**config.mk**
```make
export PLATFORM = sky130hd
export DESIGN_NAME = dbpm_queue
export DESIGN_NICKNAME = d
export VERILOG_FILES = /design/src/rtl/dot_bracket_pair_matcher_unit_defines.svh /design/src/rtl/dbpm_pkg.sv /design/src/rtl/dbpm_queue.sv
export SDC_FILE = /design/constraint.sdc
export NUM_CORES = 1
export LEC_CHECK = 0
export ABC_CLOCK_PERIOD_IN_PS = 3000
export BUFFER_PORTS_ARGS = -buffer_cell sky130_fd_sc_hd__buf_4
export CAP_MARGIN = 15
export CELL_PAD_IN_SITES_DETAIL_PLACEMENT = 1
export CELL_PAD_IN_SITES_GLOBAL_PLACEMENT = 1
export CORE_ASPECT_RATIO = 1.5
export CORE_MARGIN = 8
export CORE_UTILIZATION = 51
export CTS_BUF_LIST = sky130_fd_sc_hd__clkbuf_2 sky130_fd_sc_hd__clkbuf_4 sky130_fd_sc_hd__clkbuf_8
export DETAILED_ROUTE_END_ITERATION = 7
export GPL_TIMING_DRIVEN = 0
export PLACE_DENSITY = 0.89
export SLEW_MARGIN = 5
export SYNTH_ARGS = -nofsm -noshare
export SYNTH_HDL_FRONTEND = slang
export SYNTH_SLANG_ARGS = --single-unit
```
**constraint.sdc**
```tcl
create_clock -name clk -period 3 [get_ports clk]
set_input_delay 0.45 -clock clk [delete_from_list [all_inputs] [get_ports clk]]
set_output_delay 0.45 -clock clk [all_outputs]
set_load 0.005 [all_outputs]
```
**src/rtl/dot_bracket_pair_matcher_unit_defines.svh**
```systemverilog
// Assertion macros for the dot-bracket pair matcher.
// Included by the top level; expects clk and rst in scope.
`ifndef DOT_BRACKET_PAIR_MATCHER_UNIT_DEFINES_SVH
`define DOT_BRACKET_PAIR_MATCHER_UNIT_DEFINES_SVH

// Same-cycle implication, checked outside reset.
`define DBPM_ASSERT_IMP(label, ante, cons, msg) \
  label: assert property (@(posedge clk) disable iff (rst) (ante) |-> (cons)) \
    else $error(msg);

// Next-cycle implication, checked at every edge including reset.
`define DBPM_ASSERT_NEXT(label, ante, cons, msg) \
  label: assert property (@(posedge clk) (ante) |=> (cons)) else $error(msg);

`endif

```
**src/rtl/dbpm_pkg.sv**
```systemverilog
// Shared types and constants for the dot-bracket pair matcher.
// No dependencies; the interfaces and modules all use this package.
package dbpm_pkg;

  // Sizing of the string, of the two bracket stacks and of the command queue.
  localparam int MAX_LENGTH  = 1024;
  localparam int STACK_DEPTH = 512;
  localparam int QUEUE_DEPTH = 4;

  localparam int SYMBOL_W = 8;
  localparam int POS_W    = 10;
  localparam int COUNT_W  = $clog2(MAX_LENGTH + 1);
  localparam int DEPTH_W  = $clog2(STACK_DEPTH + 1);
  localparam int ADDR_W   = (STACK_DEPTH > 1) ? $clog2(STACK_DEPTH) : 1;
  localparam int QPTR_W   = (QUEUE_DEPTH > 1) ? $clog2(QUEUE_DEPTH) : 1;
  localparam int QCOUNT_W = $clog2(QUEUE_DEPTH + 1);

  // Structure characters.
  localparam logic [SYMBOL_W-1:0] CHAR_ROUND_OPEN   = 8'h28;
  localparam logic [SYMBOL_W-1:0] CHAR_ROUND_CLOSE  = 8'h29;
  localparam logic [SYMBOL_W-1:0] CHAR_SQUARE_OPEN  = 8'h5B;
  localparam logic [SYMBOL_W-1:0] CHAR_SQUARE_CLOSE = 8'h5D;

  // Result kinds.
  localparam logic KIND_PAIR   = 1'b0;
  localparam logic KIND_STATUS = 1'b1;

  typedef enum logic [1:0] {
    ST_OK        = 2'd0,
    ST_UNMATCHED = 2'd1,
    ST_UNCLOSED  = 2'd2,
    ST_TOO_LONG  = 2'd3
  } status_t;

  typedef enum logic [2:0] {
    OP_NONE,
    OP_PUSH_ROUND,
    OP_PUSH_SQUARE,
    OP_POP_ROUND,
    OP_POP_SQUARE
  } op_t;

  // One command from the front to the back.
  typedef struct packed {
    op_t               op;
    logic [ADDR_W-1:0] addr;
    logic [POS_W-1:0]  pos;
    logic              last;
    status_t           status;
  } cmd_t;

endpackage

```
**src/rtl/dbpm_queue.sv**
```systemverilog
// Short command queue between front and back.
// Depends on dbpm_pkg for the command type and depth.
module dbpm_queue (
  input  logic           clk,
  input  logic           rst,
  input  logic           in_valid,
  output logic           in_ready,
  input  dbpm_pkg::cmd_t in_cmd,
  output logic           out_valid,
  input  logic           out_ready,
  output dbpm_pkg::cmd_t out_cmd
);
  import dbpm_pkg::*;

  cmd_t                entries [QUEUE_DEPTH];
  logic [QPTR_W-1:0]   wr_ptr;
  logic [QPTR_W-1:0]   rd_ptr;
  logic [QCOUNT_W-1:0] count;
  logic                push;
  logic                pop;

  assign in_ready  = (count != QCOUNT_W'(QUEUE_DEPTH));
  assign out_valid = (count != '0);
  assign out_cmd   = entries[rd_ptr];
  assign push      = in_valid && in_ready;
  assign pop       = out_valid && out_ready;

  // Storage for queued commands.
  always_ff @(posedge clk) begin
    if (push) begin
      entries[wr_ptr] <= in_cmd;
    end
  end

  // Pointers and fill count.
  always_ff @(posedge clk) begin
    if (rst) begin
      wr_ptr <= '0;
      rd_ptr <= '0;
      count  <= '0;
    end else begin
      if (push) begin
        wr_ptr <= (wr_ptr == QPTR_W'(QUEUE_DEPTH - 1)) ? '0 : wr_ptr + 1'b1;
      end
      if (pop) begin
        rd_ptr <= (rd_ptr == QPTR_W'(QUEUE_DEPTH - 1)) ? '0 : rd_ptr + 1'b1;
      end
      if (push && !pop) begin
        count <= count + 1'b1;
      end else if (pop && !push) begin
        count <= count - 1'b1;
      end
    end
  end

endmodule

```
After elaboration in Yosys (flattened, before gate mapping)
Memories as Yosys holds them, arrays and structs flattened. A register that Yosys moved wholly into a read port is not among the register bits.
Cells that the tools add are included.
{"block": "word_totals", "regBits": 7, "ram_bits": 100, "inputBits": 29, "elab_cells": 27, "memories": 1}
{"block": "classes", "addsub": 4, "eq_ne": 3, "mux": 8, "n_reduce_logical": 8}
{"name": "entries", "depth": 4, "width": 25, "rd": 1, "rd_clocked_by_memory_dff": 1, "write_ports": 1, "line_no": "dbpm_queue.sv:15", "text": "cmd_t entries [QUEUE_DEPTH];"}
{"cell": "2-to-1 mux 2 bit", "n": 4}
{"cell": "2-to-1 mux 3 bit", "n": 2}
{"cell": "adder 2 x 1 -> 2 bit (second input constant)", "n": 2}
{"cell": "equality test 2 bit (second input constant)", "n": 2}
{"cell": "logical AND 1 bit", "n": 4}
{"cell": "adder 3 x 1 -> 3 bit (second input constant)", "n": 1}
{"cell": "inequality test 3 bit (second input constant)", "n": 1}
{"cell": "nonzero test 3 bit", "n": 1}
{"cell": "subtractor 3 x 1 -> 3 bit (second input constant)", "n": 1}
{"cell": "zero test 1 bit", "n": 2}
{"cell": "2-to-1 mux 1 bit", "n": 2}
{"cell": "nonzero test 2 bit", "n": 1}

Logic depth before layout (Yosys ltp)
Gate-level depths: netlist of the first run.
{"block": "logic_depth", "word_depth": 6, "mapped_depth": 9}

Worst setup path before layout of the first run
No wires, ideal clock.
{"block": "synth_timing", "kind": "flip-flop to flip-flop", "from": "register count[0]", "to": "register count[2]", "t_arrival_ns": 2.100, "required_time_ns": 2.930, "path_slack_ns": 0.830, "stages_incl_launch_ff": 8, "path_buffers": 0, "cell_sequence": "dfxtp_1 o31ai_1 ha_1 inv_1 fa_1 xor2_1 or3_2 a21oi_1"}
{"block": "synth_between", "elab_chain_cells": 5}
{"item": "start, declared", "line_no": "dbpm_queue.sv:18", "text": "logic [QCOUNT_W-1:0] count;"}
{"item": "start signal, assigned", "line_no": "dbpm_queue.sv:49", "text": "count <= count + 1'b1;"}
{"item": "start signal, assigned", "line_no": "dbpm_queue.sv:51", "text": "count <= count - 1'b1;"}
{"item": "branches (longest 5 deep; another with subtractor 3 x 1 -> 3 bit)"}
Several ways; the timed one is not identified. The select of a mux whose other input is x is not followed.
A chain may end at the register's enable or synchronous reset.

Final worst setup path of the first run
Ends and elaborated chain as after synthesis.

==> results of run 1 <==
==> worst paths after layout <==
kind,start,endpoint,slack (ns),cells after the start
setup / recovery,count[0],count[2],0.56,7
hold / removal,in_cmd[21],entries[2][21],0.28,1
setup reg to reg,count[0],count[2],0.56,7
hold reg to reg,wr_ptr[1],wr_ptr[1],0.52,2
==> state kept, by name, indices dropped and copies added, names as in the netlist, named ones only <==
register / count
count: 3
entries: 100
rd_ptr: 2
wr_ptr: 2
==> kinds of logic (layout without fill, tap and decap cells) <==
family / count (synthesis) / count (layout) / synth area share
fa+ha+maj: 7 / 7 / 0.0233
xor+xnor: 2 / 2 / 0.00429
compound gates: 5 / 5 / 0.00858
buf+inv: 11 / 81 / 0.0129
simple gates: 17 / 17 / 0.0260
flops: 109 / 109 / 0.780
mux: 28 / 28 / 0.145
==> power by group through the flow <==
stage	clock (mW)	sequential, mW	combinational [mW]
finish	0.976	1.91	0.914
global route	1.03	1.94	1.00
CTS	1.00	1.92	0.946
detailed placement	0	1.95	0.939
global placement	0	1.93	0.907
floorplan	0	1.92	0.544
==> worst max-delay path, cell delays in order, from the launching register on <==
cell and delay (ns):
dfxtp_1 0.37, o31ai_1 0.55, ha_1 0.30, inv_1 0.06, fa_1 0.38, xor2_1 0.15, or3_2 0.40, a21oi_1 0.15
==> cells in the mapped netlist (2+ instances only) <==
| cell type | count |
|---|---|
| edfxtp_1 | 100 |
| xor2_1 | 2 |
| a21oi_1 | 2 |
| mux2i_1 | 3 |
| nor2_1 | 3 |
| and3_2 | 4 |
| ha_1 | 6 |
| mux4_2 | 25 |
| nand2b_1 | 2 |
| or3_2 | 2 |
| dfxtp_1 | 9 |
| buf_4 | 2 |
| buf_1 | 2 |
| inv_1 | 3 |
| clkbuf_2 | 2 |
==> routing by layer <==
layer	wire, µm	vias to the layer above	global-route usage	share of wire
met1	2920	978	0.165	0.38
met2	4220	43	0.251	0.55
li1	-	859	-	-
met3	375	11	0.0472	0.049
met5	0	-	0	0
met4	153	0	0.0630	0.020
==> cell type report <==
type,instances,share of cell area
Buffer,8,0.00852
Tap cell,105,0.0271
Timing Repair Buffer,54,0.0837
Clock inverter,4,0.0147
Multi-Input combinational cell,59,0.175
Inverter,3,0.00232
Clock buffer,12,0.0315
Sequential cell,109,0.657
==> metrics by stage <==
stage / setup slack [ns] / util / cells
after floorplan: 0.830 / - / 179
after global placement: 0.708 / 0.584 / 338
after detailed placement: 0.575 / 0.584 / 338
after CTS: 0.504 / 0.613 / 354
after global routing: 0.421 / 0.613 / 354
final: 0.559 / 0.613 / 354
==> reports/metrics.cfg, run 1 <==
[clocking]
cts.sink_count=109
clock_tree.root_cell=clkbuf_8
cts_resized=0
clk_pin_slew_ns=0.09
cts_tree=built
clock_latency_ns=0.36
post-cts-setup-buffers=0
cts-htree-levels=3
cts_buffers=9
holdBufCountCts=0
cts_buffer_depth=2

[timing]
rsz0062_at_grt=no
report.final.hold_viol_count=0
timing.final.crit_period_ns=2.44
relSlewSlack=0.549
skew_ns=0.00625
finalCritPeriodShare=0.814
max_freq_ghz=0.410
holdWs_ns=0.283
setup_viol=0
worst_pin_slew_ns=0.676
finalMaxSlewViolations=0
tns_ns=0

[setup_path]
cp_data_arrival_time_ns=2.73
cp.required_ns=3.29
end_kind=flip-flop
critPathLaunchType=flip-flop
critPathKind=flip-flop to flip-flop
path_max_fanout=5

[job]
cap_violations=0

[global_routing]
grt_overflow=0
grt_pass1_wl_um=11800
grt_pass1_vias=2131
antenna_found_initial=0
grt_usage=0.148
grt_max_degree=26

[die]
initial_core_util=0.516
die_w_um=89.1
io_pins=56
die_h_um=126
dieArea_mm2=0.0112
core.rowCount=40
core_mm2=0.00791

[route]
via_per_inst=5.34
drt_wl_total_um=7670
detail-route-antenna-nets=0
drtIter0Drc=129
vias=1891
firstDrtPassIters=4
avgRoutedWirePerCell_um=21.7
drcViolationCount=0

[pwr]
power.switching_mw=0.948
p_comb_frac=0.240
power.total_mw=3.80
switching_share=0.249
p_leak_nw=1.68
powerDensity_mw_per_mm2=786
p_int_mw=2.86
seqPwrFrac=0.503
vdd_drop_max_v=0.000446
clkPwrFrac=0.257

[synth]
synth.distinct_cells=27
synth_edf_count=100
postSynth.asyncResetShare=0
synth_flop_cell=edfxtp_1
yosysTopAreaCellShare=0.736
yosys.area.top_type=edfxtp_1
syn_nets=215
yosysSeqAreaShare=0.780
ys_warn_count=0
avgSynthCellArea_um2=22.8
synth_seq_cells=109
syn-cell-area_mm2=0.00408
synth_area_leaders=edfxtp_1 (74%), mux4_2 (14%), dfxtp_1 (4.4%)
syn_inst=179

[layout]
final_design_area_no_fill_mm2=0.00484
layout_common_cells=edfxtp_1 (100), buf_4 (56), mux4_2 (25)
fillers=711
layout.cells.most_common=edfxtp_1
diodes=0
multi_input_area_um2=847
area_delta_synth_final_pct=18.6
drive_gt1_frac=0.434
fin_nets=280
ff_latch_area_mm2=0.00318

[place]
portBuffers=54
routabilityCongestion=0.657
hpwl_um=5160
placed_area_mm2=0.00462

[min_path]
holdCritPathClass=primary input to flip-flop

[run_status]
outcome=finished clean

Note: power is estimated with default switching activity, not from simulation.
==> run 2: changes to the inputs <==
- ABC_CLOCK_PERIOD_IN_PS: 3000 -> 2550
- clock period: 3 -> 2.55 ns (I/O delays scaled with it)
==> reports/metrics.cfg, run 2 (same netlist as run 1, synthesis figures left out) <==
[min_path]
worstHoldPathCells=1  ; unchanged
min_to=entries[2][21]
hp-start=in_cmd[21]
holdCritPathClass=primary input to flip-flop

[timing]
rsz0062_at_grt=no
finalMaxSlewViolations=0  ; unchanged
max_freq_ghz=0.422  ; +3.1%
setup_viol=0  ; unchanged
tns_ns=0  ; unchanged
relSlewSlack=0.541  ; -0.00781
skew_ns=0.00651  ; +0.000261 ns
worst_pin_slew_ns=0.688  ; +0.0117 ns
timing.final.crit_period_ns=2.37  ; -0.0735 ns
finalCritPeriodShare=0.928  ; +0.115
report.final.hold_viol_count=0  ; unchanged
holdWs_ns=0.216  ; -0.0667 ns

[layout]
reg.largest.list=entries: 100 flops, count: 3 flops
top_register=entries
area_delta_synth_final_pct=18.8
largest_register_ffs=100  ; unchanged
layout_common_cells=edfxtp_1 (100), buf_4 (56), mux4_2 (25)
drive_gt1_frac=0.438  ; +0.00402
layout.cells.most_common=edfxtp_1
diodes=0  ; unchanged
stdcell_count=354  ; unchanged
fin_nets=280  ; unchanged
final_design_area_no_fill_mm2=0.00485  ; +0.10%

[setup_path]
timing.rr.end=count[2]
critPathLaunchType=flip-flop
rr_worst_depth=9  ; +2
r2r-start=count[0]
cp.required_ns=2.84  ; -0.45 ns
cp_data_arrival_time_ns=2.66  ; -0.07 ns
critPathKind=flip-flop to flip-flop
path_max_fanout=7  ; +2
rrSetupSlack_ns=0.18  ; -0.38 ns
end_kind=flip-flop

[clocking]
clock_latency_ns=0.36  ; about the same
clk_pin_slew_ns=0.09  ; about the same
clock_tree.root_cell=clkbuf_8
cts_buffers=9  ; unchanged
cts_tree=built
cts-htree-levels=3  ; unchanged
cts.sink_count=109  ; unchanged
cts_buffer_depth=2  ; unchanged
post-cts-setup-buffers=0  ; unchanged

[global_routing]
grt_usage=0.148  ; unchanged
grt_overflow=0  ; unchanged
grt_max_degree=26  ; unchanged
grt_pass1_wl_um=11800  ; unchanged
antenna_found_initial=0  ; unchanged
grt_pass1_vias=2131  ; unchanged

[die]
initial_core_util=0.516  ; unchanged
die_h_um=126  ; unchanged
core.rowCount=40  ; unchanged
core_mm2=0.00791  ; unchanged
io_pins=56  ; unchanged
dieArea_mm2=0.0112  ; unchanged
die_w_um=89.1  ; unchanged

[place]
portBuffers=54  ; unchanged
hpwl_um=5160  ; unchanged
routabilityCongestion=0.657  ; unchanged
dp.cells=338  ; unchanged
placed_area_mm2=0.00462  ; unchanged

[pwr]
seqPwrFrac=0.503  ; about the same
power.switching_mw=1.12  ; +18%
p_int_mw=3.36  ; +18%
p_leak_nw=1.68  ; about the same
vdd_drop_max_v=0.000522  ; +17%
clkPwrFrac=0.256  ; about the same
powerDensity_mw_per_mm2=925  ; +18%
switching_share=0.250  ; +0.000759
p_comb_frac=0.240  ; about the same

[route]
firstDrtPassIters=4  ; unchanged
vias=1885  ; -0.32%
drcViolationCount=0  ; unchanged
detail-route-antenna-nets=0  ; unchanged
drtIter0Drc=101  ; -22%
drt_wl_total_um=7710  ; +0.46%
avgRoutedWirePerCell_um=21.8  ; +0.46%
via_per_inst=5.32  ; -0.32%

[job]
cap_violations=0  ; unchanged

[run_status]
outcome=finished clean

==> run 2: cell counts in the layout (fill, tap and decap cells not counted) <==
No cell type changed its count.
==> run 2: how the worst max path moves through the flow <==
stage	start	to	depth (start not counted)
floorplan	count[0]	count[2]	7
detailed placement	count[0]	count[2]	7
global route	count[0]	count[2]	9
finish	count[0]	count[2]	9
CTS	count[0]	count[2]	7
global placement	count[0]	count[2]	7
==> run 2: through the flow <==
step | total power, mW | setup WS [ns] | utilization
finish | 4.48 | 0.183 | 0.613
global route | 4.68 | 0.0318 | 0.613
CTS | 4.55 | 0.0866 | 0.613
detailed placement | 3.40 | 0.125 | 0.584
global placement | 3.34 | 0.258 | 0.584
floorplan | 2.90 | 0.380 | -
==> run 2: critical path, cell delays in order (launching register included) <==
cell	delay [ns]
dfxtp_1	0.45
or3b_1	0.15
clkbuf_2	0.17
and2_4	0.19
ha_1	0.18
inv_1	0.06
fa_1	0.38
xor2_1	0.16
or3_2	0.40
a21oi_1	0.16
==> run 2: timing repair <==
action / 4_1_cts / 5_1_grt
hold buffers: 0 / 0
setup endpoints to repair: 0 / 1
gates resized for setup: 0 / 1
==> run 2: final cells by class <==
cell class / count / area, µm²
Clock inverter: 4 / 71.3
Inverter: 3 / 11.3
Buffer: 8 / 41.3
Sequential cell: 109 / 3180
Multi-Input combinational cell: 59 / 852
Tap cell: 105 / 131
Fill cell: 709 / 3060
Timing Repair Buffer: 54 / 405
Clock buffer: 12 / 153
==> run 2: metal layers <==
metal / wire [µm] / vias to the layer above / part of all wire / global-route usage
met3: 359 / 13 / 0.047 / 0.0472
met2: 4190 / 48 / 0.54 / 0.251
li1: - / 859 / - / -
met5: 0 / - / 0 / 0
met4: 180 / 0 / 0.023 / 0.0630
met1: 2980 / 965 / 0.39 / 0.165
==> run 2: power groups by stage <==
stage	logic (mW)	registers, mW	clock network (mW)
global route	1.18	2.28	1.21
detailed placement	1.10	2.29	0
floorplan	0.640	2.26	0
finish	1.08	2.26	1.15
global placement	1.07	2.27	0
CTS	1.11	2.26	1.18
==> run 3: changes to the inputs <==
- ABC_CLOCK_PERIOD_IN_PS: 2550 -> 3050
- CORE_UTILIZATION: 51 -> 55
- PLACE_DENSITY: 0.89 -> 0.94
- REMOVE_ABC_BUFFERS: not set -> 1
- clock period: 2.55 -> 3.05 ns (I/O delays scaled with it)
==> reports/metrics.cfg, run 3 (same netlist as run 1, synthesis figures left out) <==
[clocking]
cts_tree=built
post-cts-setup-buffers=0  ; unchanged
cts_resized=0  ; unchanged
holdBufCountCts=0  ; unchanged
clk_pin_slew_ns=0.09  ; about the same
cts.sink_count=109  ; unchanged
cts_buffer_depth=2  ; unchanged
clock_tree.root_cell=clkbuf_8
cts-htree-levels=3  ; unchanged
cts_buffers=9  ; unchanged
clock_latency_ns=0.36  ; about the same

[setup_path]
cp_data_arrival_time_ns=2.71  ; +0.05 ns
slowest_stage=o31ai_1
cp.required_ns=3.35  ; +0.51 ns
critPathLaunchType=flip-flop
path_cells=o31ai_1 -> ha_1 -> inv_1 -> fa_1 -> xor2_1 -> or3_2 -> a21oi_1
critPathKind=flip-flop to flip-flop
path_max_fanout=5  ; -2
end_kind=flip-flop
cp_slowest_stage_delay_ns=0.52  ; +0.07 ns

[layout]
reg.largest.list=entries: 100 flops, count: 3 flops
top_register=entries
fin_nets=275  ; -1.8%
diodes=0  ; unchanged
layout.cells.most_common=edfxtp_1
fillers=605  ; -15%
layout_common_cells=edfxtp_1 (100), buf_4 (55), mux4_2 (25)
multi_input_area_um2=847  ; -0.59%
drive_gt1_frac=0.434  ; -0.00332
area_delta_synth_final_pct=18.0
largest_register_ffs=100  ; unchanged
ff_latch_area_mm2=0.00318  ; about the same
stdcell_count=344  ; -2.8%

[global_routing]
grt_pass1_wl_um=11900  ; +0.58%
grt_usage=0.157  ; +0.00894
grt_max_degree=26  ; unchanged
grt_pass1_vias=2143  ; +0.56%
grt_overflow=0  ; unchanged
antenna_found_initial=0  ; unchanged

[route]
via_per_inst=5.51  ; +3.4%
firstDrtPassIters=4  ; unchanged
drcViolationCount=0  ; unchanged
drtIter0Drc=139  ; +38%
detail-route-antenna-nets=0  ; unchanged
avgRoutedWirePerCell_um=22.3  ; +2.4%
drt_wl_total_um=7670  ; -0.48%
vias=1894  ; +0.48%

[job]
cap_violations=0  ; unchanged

[timing]
worst_pin_slew_ns=0.696  ; +0.00840 ns
rsz0062_at_grt=no
report.final.hold_viol_count=0  ; unchanged
max_freq_ghz=0.415  ; -1.8%
tns_ns=0  ; unchanged
finalMaxSlewViolations=0  ; unchanged
timing.final.crit_period_ns=2.41  ; +0.0438 ns
relSlewSlack=0.536  ; -0.00560
skew_ns=0.00490  ; -0.00161 ns
finalCritPeriodShare=0.791  ; -0.138
setup_viol=0  ; unchanged

[place]
routabilityCongestion=0.645  ; -1.7%
hpwl_um=5200  ; +0.84%
portBuffers=55  ; +1.9%
dp.cells=328  ; -3.0%

[die]
core_mm2=0.00723  ; -8.6%
core.rowCount=38  ; -5.0%
dieArea_mm2=0.0105  ; -6.2%
io_pins=56  ; unchanged
die_w_um=86.3  ; -3.0%
initial_core_util=0.565  ; +0.0486
die_h_um=122  ; -3.2%

[pwr]
vdd_drop_max_v=0.000421  ; -19%
powerDensity_mw_per_mm2=747  ; -19%
p_leak_nw=1.66  ; -1.1%

[run_status]
outcome=finished clean

[min_path]
holdCritPathClass=primary input to flip-flop

==> run 3: cell count changes in the layout (fill, tap and decap cells not counted), moves of 2 or more <==
cell,change
buf_16,+2
bufinv_16,-2
clkbuf_2,-2
buf_1,-2
==> run 3: worst max-delay path, delay by kind of cell, from the launching register on <==
kind,cells,cell delay [ns]
fa+ha+maj,2,0.67
compound gates,2,0.66
simple gates,1,0.41
flops,1,0.38
xor+xnor,1,0.16
buf+inv,1,0.06
==> run 3: final cells by class <==
type | instances | area share
Sequential cell | 109 | 0.661
Multi-Input combinational cell | 59 | 0.176
Timing Repair Buffer | 57 | 0.0971
Clock buffer | 14 | 0.0361
Tap cell | 100 | 0.0260
Inverter | 3 | 0.00234
Clock inverter | 2 | 0.00182
==> run 3: report_power, final <==
group	internal, mW	switching (mW)
clock network	0.366	0.431
logic	0.504	0.376
registers	1.82	0.106
total	2.69	0.913
==> run 3: per-stage QoR <==
step	setup WS [ns]	cell area, µm²	utilization	power [mW]	hold WS [ns]
floorplan	0.768	4040	-	2.40	0.456
global placement	0.199	4580	0.634	2.77	0.475
detailed placement	0.669	4640	0.641	2.87	0.489
CTS	0.618	4820	0.667	3.65	0.275
global route	0.547	4820	0.667	3.77	0.271
finish	0.639	4820	0.667	3.60	0.292
==> run 3: routing by layer <==
layer / vias to the layer above / wire length [µm] / global-route usage / share of wire
met4: 0 / 123 / 0.0790 / 0.016
met2: 48 / 4180 / 0.269 / 0.54
met5: - / 0 / 0 / 0
li1: 852 / - / - / -
met1: 982 / 3030 / 0.174 / 0.39
met3: 12 / 341 / 0.0461 / 0.044
==> run 3: final timing paths <==
kind,from,endpoint,slack (ns),depth (start not counted)
max,count[0],count[2],0.64,7
min,in_cmd[21],entries[1][21],0.29,1
max reg2reg,count[0],count[2],0.64,7
min reg2reg,rd_ptr[0],flip-flop,0.50,2
