$ cat config.mk
export PLATFORM = sky130hd
export DESIGN_NAME = dbpm_front_flat
export DESIGN_NICKNAME = d
export VERILOG_FILES = /design/src/rtl/dot_bracket_pair_matcher_unit_defines.svh /design/src/rtl/dbpm_pkg.sv /design/src/rtl/dbpm_if.sv /design/src/rtl/dbpm_front.sv /design/src/flat_wrapper.sv
export SDC_FILE = /design/constraint.sdc
export NUM_CORES = 1
export LEC_CHECK = 0
export ABC_CLOCK_PERIOD_IN_PS = 3100
export BUFFER_PORTS_ARGS = -buffer_cell sky130_fd_sc_hd__buf_2
export CAP_MARGIN = 20
export CORE_MARGIN = 2
export CORE_UTILIZATION = 54
export CTS_BUF_LIST = sky130_fd_sc_hd__clkbuf_8 sky130_fd_sc_hd__clkbuf_16
export DETAILED_ROUTE_END_ITERATION = 10
export PLACE_DENSITY_LB_ADDON = 0.25
export SLEW_MARGIN = 0
export SYNTH_ARGS = -nofsm -noshare
export SYNTH_HDL_FRONTEND = slang
export SYNTH_SLANG_ARGS = --single-unit
export TNS_END_PERCENT = 100
$ cat constraint.sdc
create_clock -name clk -period 3.1 [get_ports clk]
set_clock_uncertainty 0.05 [all_clocks]
set_input_delay 0.31 -clock clk [delete_from_list [all_inputs] [get_ports clk]]
set_output_delay 0.31 -clock clk [all_outputs]
set_load 0.01 [all_outputs]
$ cat src/rtl/dot_bracket_pair_matcher_unit_defines.svh
// Assertion macros for the dot-bracket pair matcher.
// Included by the top level; expects clk and rst in scope.
`ifndef DOT_BRACKET_PAIR_MATCHER_UNIT_DEFINES_SVH
`define DOT_BRACKET_PAIR_MATCHER_UNIT_DEFINES_SVH

// Same-cycle implication, checked outside reset.
`define DBPM_ASSERT_IMP(label, ante, cons, msg) \
  label: assert property (@(posedge clk) disable iff (rst) (ante) |-> (cons)) \
    else $error(msg);

// Next-cycle implication, checked at every edge including reset.
`define DBPM_ASSERT_NEXT(label, ante, cons, msg) \
  label: assert property (@(posedge clk) (ante) |=> (cons)) else $error(msg);

`endif

$ cat src/rtl/dbpm_pkg.sv
// Shared types and constants for the dot-bracket pair matcher.
// No dependencies; the interfaces and modules all use this package.
package dbpm_pkg;

  // Sizing of the string, of the two bracket stacks and of the command queue.
  localparam int MAX_LENGTH  = 1024;
  localparam int STACK_DEPTH = 512;
  localparam int QUEUE_DEPTH = 4;

  localparam int SYMBOL_W = 8;
  localparam int POS_W    = 10;
  localparam int COUNT_W  = $clog2(MAX_LENGTH + 1);
  localparam int DEPTH_W  = $clog2(STACK_DEPTH + 1);
  localparam int ADDR_W   = (STACK_DEPTH > 1) ? $clog2(STACK_DEPTH) : 1;
  localparam int QPTR_W   = (QUEUE_DEPTH > 1) ? $clog2(QUEUE_DEPTH) : 1;
  localparam int QCOUNT_W = $clog2(QUEUE_DEPTH + 1);

  // Structure characters.
  localparam logic [SYMBOL_W-1:0] CHAR_ROUND_OPEN   = 8'h28;
  localparam logic [SYMBOL_W-1:0] CHAR_ROUND_CLOSE  = 8'h29;
  localparam logic [SYMBOL_W-1:0] CHAR_SQUARE_OPEN  = 8'h5B;
  localparam logic [SYMBOL_W-1:0] CHAR_SQUARE_CLOSE = 8'h5D;

  // Result kinds.
  localparam logic KIND_PAIR   = 1'b0;
  localparam logic KIND_STATUS = 1'b1;

  typedef enum logic [1:0] {
    ST_OK        = 2'd0,
    ST_UNMATCHED = 2'd1,
    ST_UNCLOSED  = 2'd2,
    ST_TOO_LONG  = 2'd3
  } status_t;

  typedef enum logic [2:0] {
    OP_NONE,
    OP_PUSH_ROUND,
    OP_PUSH_SQUARE,
    OP_POP_ROUND,
    OP_POP_SQUARE
  } op_t;

  // One command from the front to the back.
  typedef struct packed {
    op_t               op;
    logic [ADDR_W-1:0] addr;
    logic [POS_W-1:0]  pos;
    logic              last;
    status_t           status;
  } cmd_t;

endpackage

$ cat src/rtl/dbpm_if.sv
// Valid/ready channel interfaces for input characters and results.
// Depends on dbpm_pkg for field widths.
interface dbpm_item_if;
  logic                           valid;
  logic                           ready;
  logic [dbpm_pkg::SYMBOL_W-1:0]  symbol;
  logic                           last_symbol;

  modport source (output valid, output symbol, output last_symbol, input ready);
  modport sink (input valid, input symbol, input last_symbol, output ready);
endinterface


$ cat src/rtl/dbpm_front.sv
// Front end: accepts characters, tracks position, stack depths and error.
// Emits stack commands into the queue. Depends on dbpm_pkg and dbpm_if.
module dbpm_front (
  input  logic                clk,
  input  logic                rst,
  dbpm_item_if.sink           items,
  output logic                cmd_valid,
  input  logic                cmd_ready,
  output dbpm_pkg::cmd_t      cmd
);
  import dbpm_pkg::*;

  logic [COUNT_W-1:0] position_count, position_count_next;
  logic [DEPTH_W-1:0] round_depth, round_depth_next;
  logic [DEPTH_W-1:0] square_depth, square_depth_next;
  status_t            error_code, error_code_next;
  op_t                op;
  logic [ADDR_W-1:0]  addr;
  logic               accept;

  assign items.ready = cmd_ready;
  assign accept      = items.valid && cmd_ready;

  // Classify the character and work out the next run state.
  always_comb begin
    position_count_next = position_count;
    round_depth_next    = round_depth;
    square_depth_next   = square_depth;
    error_code_next     = error_code;
    op                  = OP_NONE;
    addr                = '0;
    if (error_code == ST_OK) begin
      if (position_count >= COUNT_W'(MAX_LENGTH)) begin
        error_code_next = ST_TOO_LONG;
      end else begin
        unique case (items.symbol)
          CHAR_ROUND_OPEN: begin
            if (round_depth >= DEPTH_W'(STACK_DEPTH)) begin
              error_code_next = ST_TOO_LONG;
            end else begin
              op               = OP_PUSH_ROUND;
              addr             = round_depth[ADDR_W-1:0];
              round_depth_next = round_depth + 1'b1;
            end
          end
          CHAR_SQUARE_OPEN: begin
            if (square_depth >= DEPTH_W'(STACK_DEPTH)) begin
              error_code_next = ST_TOO_LONG;
            end else begin
              op                = OP_PUSH_SQUARE;
              addr              = square_depth[ADDR_W-1:0];
              square_depth_next = square_depth + 1'b1;
            end
          end
          CHAR_ROUND_CLOSE: begin
            if (round_depth == '0) begin
              error_code_next = ST_UNMATCHED;
            end else begin
              op               = OP_POP_ROUND;
              round_depth_next = round_depth - 1'b1;
              addr             = round_depth_next[ADDR_W-1:0];
            end
          end
          CHAR_SQUARE_CLOSE: begin
            if (square_depth == '0) begin
              error_code_next = ST_UNMATCHED;
            end else begin
              op                = OP_POP_SQUARE;
              square_depth_next = square_depth - 1'b1;
              addr              = square_depth_next[ADDR_W-1:0];
            end
          end
          default: begin
            op = OP_NONE;
          end
        endcase
        if (error_code_next == ST_OK) begin
          position_count_next = position_count + 1'b1;
        end
      end
    end
  end

  // Build the command; only beats that touch a stack or end the string are queued.
  always_comb begin
    cmd.op   = op;
    cmd.addr = addr;
    cmd.pos  = POS_W'(position_count);
    cmd.last = items.last_symbol;
    if (error_code_next != ST_OK) begin
      cmd.status = error_code_next;
    end else if (round_depth_next != '0 || square_depth_next != '0) begin
      cmd.status = ST_UNCLOSED;
    end else begin
      cmd.status = ST_OK;
    end
    cmd_valid = items.valid && (op != OP_NONE || items.last_symbol);
  end

  // Run state; the last character returns everything to the start of a string.
  always_ff @(posedge clk) begin
    if (rst) begin
      position_count <= '0;
      round_depth    <= '0;
      square_depth   <= '0;
      error_code     <= ST_OK;
    end else if (accept) begin
      if (items.last_symbol) begin
        position_count <= '0;
        round_depth    <= '0;
        square_depth   <= '0;
        error_code     <= ST_OK;
      end else begin
        position_count <= position_count_next;
        round_depth    <= round_depth_next;
        square_depth   <= square_depth_next;
        error_code     <= error_code_next;
      end
    end
  end

endmodule

$ cat src/flat_wrapper.sv
// flat-port wrapper written by rule: the top's interface ports become plain ports
module dbpm_front_flat import dbpm_pkg::*;
  (clk, rst, cmd_valid, cmd_ready, cmd, items_valid, items_symbol, items_last_symbol, items_ready);
  dbpm_item_if items_i ();
  input  logic clk;
  input  logic rst;
  output logic cmd_valid;
  input  logic cmd_ready;
  output dbpm_pkg::cmd_t cmd;
  input wire logic [$bits(items_i.valid)-1:0] items_valid;
  input wire logic [$bits(items_i.symbol)-1:0] items_symbol;
  input wire logic [$bits(items_i.last_symbol)-1:0] items_last_symbol;
  output wire logic [$bits(items_i.ready)-1:0] items_ready;
  assign items_i.valid = items_valid;
  assign items_i.symbol = items_symbol;
  assign items_i.last_symbol = items_last_symbol;
  assign items_ready = items_i.ready;
  dbpm_front u_core (.clk(clk), .rst(rst), .items(items_i), .cmd_valid(cmd_valid), .cmd_ready(cmd_ready), .cmd(cmd));
endmodule
; ---- Yosys cells after proc, flatten, opt, wreduce, memory -nomap -nowiden
; Index checks and enable logic that the tools add are counted.
[word_totals]
output_inout_bits = 27
wordCells = 74
input_bits = 13
register_bits = 33
[op_classes]
n_eq_ne = 5
muxes = 42
magnitude_cmp = 3
add_sub_neg = 5
n_reduce_logical = 15
[op_table]
columns = operator, count
row1 = $mux W10, 10
row2 = $mux W9, 6
row3 = $mux W11, 4
row4 = $pmux W10 S2, 2
row5 = $pmux W9 S4, 1
row6 = $mux W2, 13
row7 = $add A10 B1 Y10 const B, 2
row8 = $ge A10 B10 Y1 const B, 2
row9 = $logic_not A10 Y1, 2
row10 = $reduce_bool A10 Y1, 2
row11 = $sub A10 B1 Y10 const B, 2
row12 = $eq A8 B6 Y1 const B, 2
row13 = $eq A8 B7 Y1 const B, 2
row14 = $pmux W3 S4, 1
row15 = $add A11 B1 Y11 const B, 1
row16 = $ge A11 B11 Y1 const B, 1
row17 = $mux W3, 3
row18 = $pmux W2 S4, 1
row19 = $reduce_bool A2 Y1, 3
row20 = $logic_not A2 Y1, 2
row21 = $reduce_and A4 Y1, 1
row22 = $reduce_bool A3 Y1, 1
row23 = $logic_and A1 B1 Y1, 2
row24 = $logic_or A1 B1 Y1, 2
row25 = other kinds (2), 2

; ---- Logic depth before layout (Yosys ltp)
; Gate-level depths: netlist of the first run.
[logic_depth]
ltp_word = 10
mapped_depth = 14
depth_no_buf = 13

; ---- Worst setup path after synthesis of the first run
; Ideal clock, no wire load.
[synth_path]
path_kind = reg2out
start = register u_core.square_depth[0]
end = output cmd[1] (netlist name)
path_slack_ns = 0.002
stages_incl_launch_ff = 14
t_arrival_ns = 2.738
path_cell_list = dfxtp_1 > inv_1 > ha_1 > or3b_2 > nor4_4 > inv_2 > ha_1 > o32ai_1 > a22oi_1 > o221ai_1 > a211oi_1 > nand4_1 > nor4_1 > a32oi_1
[synth_lines]
columns = item, line_no
row1 = "start, declared", dbpm_front.sv:15  ; logic [DEPTH_W-1:0] square_depth, square_depth_next;
row2 = "start signal, assigned", dbpm_front.sv:116  ; square_depth <= square_depth_next;
row3 = "end, declared", flat_wrapper.sv:9  ; output dbpm_pkg::cmd_t cmd;

==> flow_metrics.py, run 1 <==
metrics = {
    "logic_synthesis": {
        "yosysSeqAreaShare_pct": 20.5,
        "synthDistinctLibCells": 68,
        "synth_xor_area_share_pct": 3.25,
        "synthMuxAreaShare_pct": 0.697,
        "synth_nets": 496,
        "yosys.area_share.simple_pct": 35.8,
        "synth-seq-cells": 33,
        "syn-cell-area_sq_um": 3230,
        "synth_top_family_by_area": "simple AND/OR/NAND/NOR gates",
        "ys.flop_type": "dfxtp_1",
        "synthAdderAreaFrac_pct": 3.49,
        "synth-compound-area-share_pct": 27.4,
        "synth_edf_count": 0,
        "synthArstFlopShare_pct": 0,
        "synthCells": 474,
        "yosys_warnings": 0,
        "synth_area_per_cell_sq_um": 6.81,
    },
    "power_and_ir_drop": {
        "max-vdd-ir-drop_v": 0.000358,
        "leakage_nw": 1.65,
        "p_per_area_nw_per_um2": 206,
    },
    "clock_tree": {
        "tritoncts": "yes",
        "ctsHtreeMaxLevel": 2,
        "clkTransAtPathRegs_ns": 0.07,
        "cts-buffers-inserted": 5,
        "worstSkewPairLatency_ns": 0.29,
        "cts_setup_buffers": 0,
        "cts-root-buf": "clkbuf_8",
        "cts.sinks": 33,
        "hold_buffers": 0,
        "clk_path_buf_depth": 2,
    },
    "critical_path": {
        "reg2reg_from": "u_core.round_depth[1]",
        "slowest_delay_ns": 0.54,
        "cp_common_cell": "or4_4",
        "end_kind": "primary output",
        "critPathMaxFanout": 8,
        "critPathLaunchType": "flop",
        "required_ns": 2.74,
        "r2r_setup_slack_ns": 0.35,
        "cp_cell_sequence": "buf_4 > or4_4 > or4_4 > and3_1 > a21oi_1 > o211ai_1 > nand4bb_1 > nor4_2 > a32oi_1 > buf_2",
        "crit_path_top_delay_cell": "or4_4",
        "path_class": "flop to primary output",
        "rr_endpoint": "u_core.position_count[8]",
        "ff2ff_path_depth": 11,
        "arrival_ns": 2.98,
    },
    "global_route": {
        "grt_pass1_wl_um": 19200,
        "grt_pass1_vias": 3631,
        "grt_max_degree": 24,
        "overflow": 0,
        "antenna_found_initial": 0,
        "grt_use_total_pct": 38.4,
    },
    "final_layout": {
        "nets": 573,
        "areaGrowthSynthToFinish_pct": 23.3,
        "drive_above_1_share_pct": 27.0,
        "fill_cells": 547,
        "fin_util_pct": 68.1,
        "regArea_sq_um": 661,
        "multi_input_area_sq_um": 2320,
        "num_antenna_cells": 0,
    },
    "placed_design": {
        "gp_congestion": 1.04,
        "hpwl_um": 9400,
        "io_buffers": 39,
    },
    "timing": {
        "period_needed_ns": 3.34,
        "max_clock_freq_mhz": 299,
        "layout_setup_ws_ns": -0.241,
        "finalSetupTns_ns": -0.241,
        "timing.final.crit_share_pct": 108,
        "rsz0062_at_grt": "true",
        "relSlewSlack_pct": 58.4,
        "tightest_slew_ns": 0.623,
        "drv_slew": 0,
        "setup_viol_count_final": 1,
        "finalHoldViolations": 0,
    },
    "routing": {
        "drcViolationCount": 0,
        "firstDrtPassIters": 5,
        "vias_per_cell": 6.60,
        "wirelength_um": 12300,
        "ant_nets": 0,
        "drt-initial-drc-count": 439,
        "wl_per_cell_um": 19.7,
        "route.vias.total": 4139,
    },
    "flow_run": {
        "cap_violations": 0,
    },
    "floorplan": {
        "core-area_sq_um": 5850,
        "die_area_sq_um": 6610,
        "boundaryPins": 40,
        "initial_core_util_pct": 55.2,
        "die_h_um": 81.3,
        "rows": 28,
        "die_width_um": 81.3,
    },
    "hold_path": {
        "min_to": "u_core.round_depth[5]",
        "hold_class": "input pin to flop",
        "hold_depth": 2,
        "worstHoldStart": "rst",
    },
    "status": {
        "failed_checks": "setup timing",
        "status": "finished, violations left",
    },
}
==> layer usage <==
metal | track usage, % | part of all wire [%] | vias to the layer above
li1 | - | - | 1896
met1 | 49.9 | 41 | 1929
met2 | 60.5 | 46 | 252
met3 | 7.22 | 8.4 | 62
met4 | 19.2 | 4.3 | 0
met5 | 0 | 0 | -
==> placed cells by master, fill, tap and decap left out, types with 8 or more instances in the layout <==
master / instances
a21oi_1: 30
a22oi_1: 16
and3_1: 8
buf_2: 39
buf_4: 76
dfxtp_1: 33
ha_1: 8
inv_1: 11
nand2_1: 35
nand3_1: 12
nand4_1: 13
nor2_1: 75
nor3_1: 27
o21ai_0: 34
xor2_1: 9
==> how the worst max path moves through the flow <==
stage	startpoint	to	slack [ns]
after floorplan	u_core.square_depth[0]	cmd[1]	0.002
after global placement	u_core.square_depth[0]	cmd[1]	-0.05
after detailed placement	u_core.square_depth[0]	cmd[1]	-0.1
after CTS	u_core.square_depth[9]	cmd[1]	-0.22
after global routing	u_core.square_depth[0]	cmd[1]	-0.37
final	u_core.square_depth[0]	cmd[1]	-0.24
==> where the power goes <==
part           switching, W  internal [W]
Combinational     0.0000564     0.0000248
Clock              0.000160      0.000152
Sequential      0.000000886      0.000425
==> synth_stat cells, types with 3 or more instances <==
cell	number	area, sq um
nand2_1	35	131
o211ai_1	7	52.6
a32oi_1	4	35.0
o22ai_1	3	18.8
nor4_1	6	37.5
inv_2	3	11.3
or4_1	6	45.0
or3_1	7	43.8
a211oi_1	3	22.5
nand4b_1	3	26.3
nand4_1	13	81.3
xor2_1	9	78.8
clkbuf_1	29	109
nand2b_1	4	25.0
a22oi_1	16	120
ha_1	9	113
and3_1	8	50.1
nor2_1	76	285
a21oi_1	32	160
nor3_1	27	135
nor2b_1	4	25.0
nor3b_1	4	30.0
dfxtp_1	33	661
a31oi_1	5	31.3
xnor2_1	3	26.3
or3b_2	3	26.3
and2_1	3	18.8
inv_1	12	45.0
buf_4	12	90.1
nand3_1	12	60.1
o21ai_0	34	170
==> metrics by stage <==
stage / total power [W] / hold WS (ns) / instance area (sq um) / worst slack, ns / std cells
finish: 0.000819 / 0.389 / 3980 / -0.241 / 627
global route: 0.000845 / 0.408 / 3980 / -0.368 / 627
CTS: 0.000824 / 0.382 / 3970 / -0.219 / 627
detailed placement: 0.000512 / 0.486 / 3860 / -0.0950 / 619
global placement: 0.000511 / 0.455 / 3860 / -0.0525 / 619
floorplan: 0.000481 / 0.329 / 3230 / 0.00182 / 474
==> timing repair <==
item / CTS / global route
setup endpoints to repair: 1 / 3
resized for setup: 8 / 5
pin swaps: 9 / 2
==> final cells by class <==
class                           instances  area share (%)
Clock buffer                            5            1.73
Multi-Input combinational cell        381            58.3
Timing Repair Buffer                  115            19.2
Clock inverter                          3           0.346
Tap cell                               75            2.36
Inverter                               15            1.41
Sequential cell                        33            16.6
==> sequential cells by signal, indices dropped and copies added, names as in the netlist <==
signal,flops
u_core.round_depth,10
u_core.error_code,2
u_core.square_depth,10
u_core.position_count,11
==> logic make-up after synthesis <==
| family | Yosys count |
|---|---|
| multiplexers | 2 |
| adder cells (fa/ha/maj) | 9 |
| buffers and inverters | 60 |
| AND/OR/NAND/NOR | 223 |
| flip-flops | 33 |
| XOR/XNOR | 12 |
| AO/OA/AOI/OAI | 135 |
==> critical path, delay by kind of cell (launching register included) <==
| kind | cells | cell delay, ns |
|---|---|---|
| buffers and inverters | 2 | 0.33 |
| AOI/OAI and AO/OA | 3 | 0.39 |
| DFF | 1 | 0.32 |
| and+or+nand+nor | 5 | 1.67 |
No activity file was read; power rests on OpenSTA's default activity.
==> run 2, diff against run 1 <==
--- a/config.mk
+++ b/config.mk
@@ -13,6 +13,8 @@
 export CTS_BUF_LIST = sky130_fd_sc_hd__clkbuf_8 sky130_fd_sc_hd__clkbuf_16
 export DETAILED_ROUTE_END_ITERATION = 10
 export PLACE_DENSITY_LB_ADDON = 0.25
+export RECOVER_POWER = 100
+export SKIP_CTS_REPAIR_TIMING = 1
 export SLEW_MARGIN = 0
 export SYNTH_ARGS = -nofsm -noshare
 export SYNTH_HDL_FRONTEND = slang
==> flow_metrics.py, run 2 (synthesis results as in run 1) <==
metrics = {
    "power_and_ir_drop": {
        "swShare_pct": 26.4,
        "cell_internal_pwr_w": 0.000600,
        "pwr-share-seq_pct": 52.2,
        "clockPowerShare_pct": 38.1,
        "combPwrFrac_pct": 9.7,
        "p_sw_w": 0.000216,
        "max-vdd-ir-drop_v": 0.000356,
        "leakage_nw": 1.57,
        "p_per_area_nw_per_um2": 208,
    },
    "routing": {
        "drt-initial-drc-count": 395,
        "wirelength_um": 12200,
        "vias_per_cell": 6.60,
        "ant_nets": 0,
        "wl_per_cell_um": 19.5,
        "drcViolationCount": 0,
        "firstDrtPassIters": 5,
        "route.vias.total": 4137,
    },
    "final_layout": {
        "reg_top3": "u_core.position_count: 11 flops, u_core.round_depth: 10 flops, u_core.square_depth: 10 flops",
        "nets": 573,
        "num_antenna_cells": 0,
        "final_cell_mix": "75 x nor2_1, 70 x buf_4, 35 x nand2_1, 34 x o21ai_0, 32 x dfxtp_1",
        "layout_commonest_cell": "nor2_1",
        "drive_above_1_share_pct": 22.8,
        "fill_cells": 559,
        "largest_register_ffs": 11,
        "areaGrowthSynthToFinish_pct": 21.6,
        "largest_register": "u_core.position_count",
    },
    "critical_path": {
        "crit_end": "cmd[1]",
        "cp_cell_sequence": "buf_4 > or4_1 > or4_1 > and3_1 > a21oi_1 > o211ai_1 > nand4bb_1 > nor4_2 > a32oi_1 > buf_2",
        "r2r_setup_slack_ns": 0.35,
        "cp.depth": 10,
        "required_ns": 2.74,
        "critPathBufInv": 2,
        "setup.worst_path.start": "u_core.square_depth[0]",
        "arrival_ns": 3.02,
        "reg2reg_from": "u_core.round_depth[1]",
        "slowest_delay_ns": 0.54,
        "end_kind": "primary output",
        "ff2ff_path_depth": 11,
        "critPathMaxFanout": 8,
        "path_class": "flop to primary output",
        "rr_endpoint": "u_core.position_count[9]",
        "crit_path_top_delay_cell": "or4_1",
        "critPathLaunchType": "flop",
        "critical_path.top_delay_family": "simple AND/OR/NAND/NOR gates",
        "cp_common_cell": "or4_1",
    },
    "clock_tree": {
        "tritoncts": "yes",
        "cts-root-buf": "clkbuf_8",
        "cts-buffers-inserted": 5,
        "clk_path_buf_depth": 2,
        "clkTransAtPathRegs_ns": 0.07,
        "worstSkewPairLatency_ns": 0.29,
        "cts.sinks": 33,
        "ctsHtreeMaxLevel": 2,
    },
    "hold_path": {
        "hold_class": "input pin to flop",
    },
    "timing": {
        "finalHoldViolations": 0,
        "timing.final.crit_share_pct": 109,
        "relSlewSlack_pct": 49.5,
        "max_clock_freq_mhz": 296,
        "whs_ns": 0.391,
        "period_needed_ns": 3.38,
        "finalSetupTns_ns": -0.278,
        "layout_setup_ws_ns": -0.278,
        "rsz0062_at_grt": "true",
        "setup_viol_count_final": 1,
        "tightest_slew_ns": 0.758,
        "drv_slew": 0,
    },
    "status": {
        "failed_checks": "setup timing",
        "status": "finished, violations left",
    },
    "global_route": {
        "grt_max_degree": 24,
        "grt_pass1_wl_um": 19000,
        "grt_pass1_vias": 3632,
        "antenna_found_initial": 0,
        "grt_use_total_pct": 38.1,
        "overflow": 0,
    },
    "floorplan": {
        "rows": 28,
        "die_width_um": 81.3,
        "boundaryPins": 40,
        "initial_core_util_pct": 55.2,
        "die_h_um": 81.3,
        "die_area_sq_um": 6610,
        "core-area_sq_um": 5850,
    },
    "placed_design": {
        "io_buffers": 39,
        "gp_congestion": 1.04,
        "hpwl_um": 9400,
    },
    "flow_run": {
        "cap_violations": 0,
    },
}
## run 2: cell count changes in the layout (fill, tap and decap cells not counted), moves of 2 or more
cell and change:
buf_2 -12, or4_4 -2, buf_4 -6, inv_2 -2, or4_1 +2, inv_1 +2
clkbuf_1 +18
## run 2: stage by stage
stage          utilization (%)  area (sq um)  setup WS, ns  std cells  power (W)
2_1_floorplan                -          3230       0.00182        474   0.000481
3_3_place_gp              66.0          3860       -0.0525        619   0.000511
3_5_place_dp              66.0          3860       -0.0950        619   0.000512
4_1_cts                   67.4          3940        -0.421        627   0.000824
5_1_grt                   67.1          3930        -0.423        627   0.000843
6_report                  67.1          3930        -0.278        627   0.000816
## run 2: layer usage
layer / part of all wire, % / global-route usage [%] / vias to the layer above
met1: 40 / 48.6 / 1919
li1: - / - / 1898
met4: 4.3 / 20.5 / 0
met5: 0 / 0 / -
met2: 47 / 60.2 / 266
met3: 9.3 / 7.22 / 54
## run 2: how the worst min path moves through the flow
stage | cells after the start | start | endpoint
2_1_floorplan | 1 | rst | u_core.round_depth[8]
5_1_grt | 2 | rst | u_core.round_depth[5]
6_report | 2 | rst | u_core.round_depth[5]
3_5_place_dp | 2 | u_core.round_depth[9] | u_core.round_depth[9]
4_1_cts | 2 | rst | u_core.round_depth[4]
3_3_place_gp | 2 | u_core.position_count[6] | u_core.position_count[6]
## run 2: area by class of cell
cell class	instances	area [sq um]	share of cell area, %
flip-flops and latches	33	662	16.9
well taps	75	93.8	2.39
multi-input cells	381	2300	58.7
clock inverters	3	13.8	0.350
clock buffers	5	68.8	1.75
repair buffers	115	728	18.5
inverters	15	56.3	1.43
## run 2: power groups by stage
stage	combinational (W)	sequential [W]	clock, W
6_report	0.0000794	0.000425	0.000311
5_1_grt	0.0000851	0.000425	0.000333
4_1_cts	0.0000779	0.000425	0.000321
3_5_place_dp	0.0000773	0.000435	0
3_3_place_gp	0.0000761	0.000435	0
2_1_floorplan	0.0000460	0.000435	0
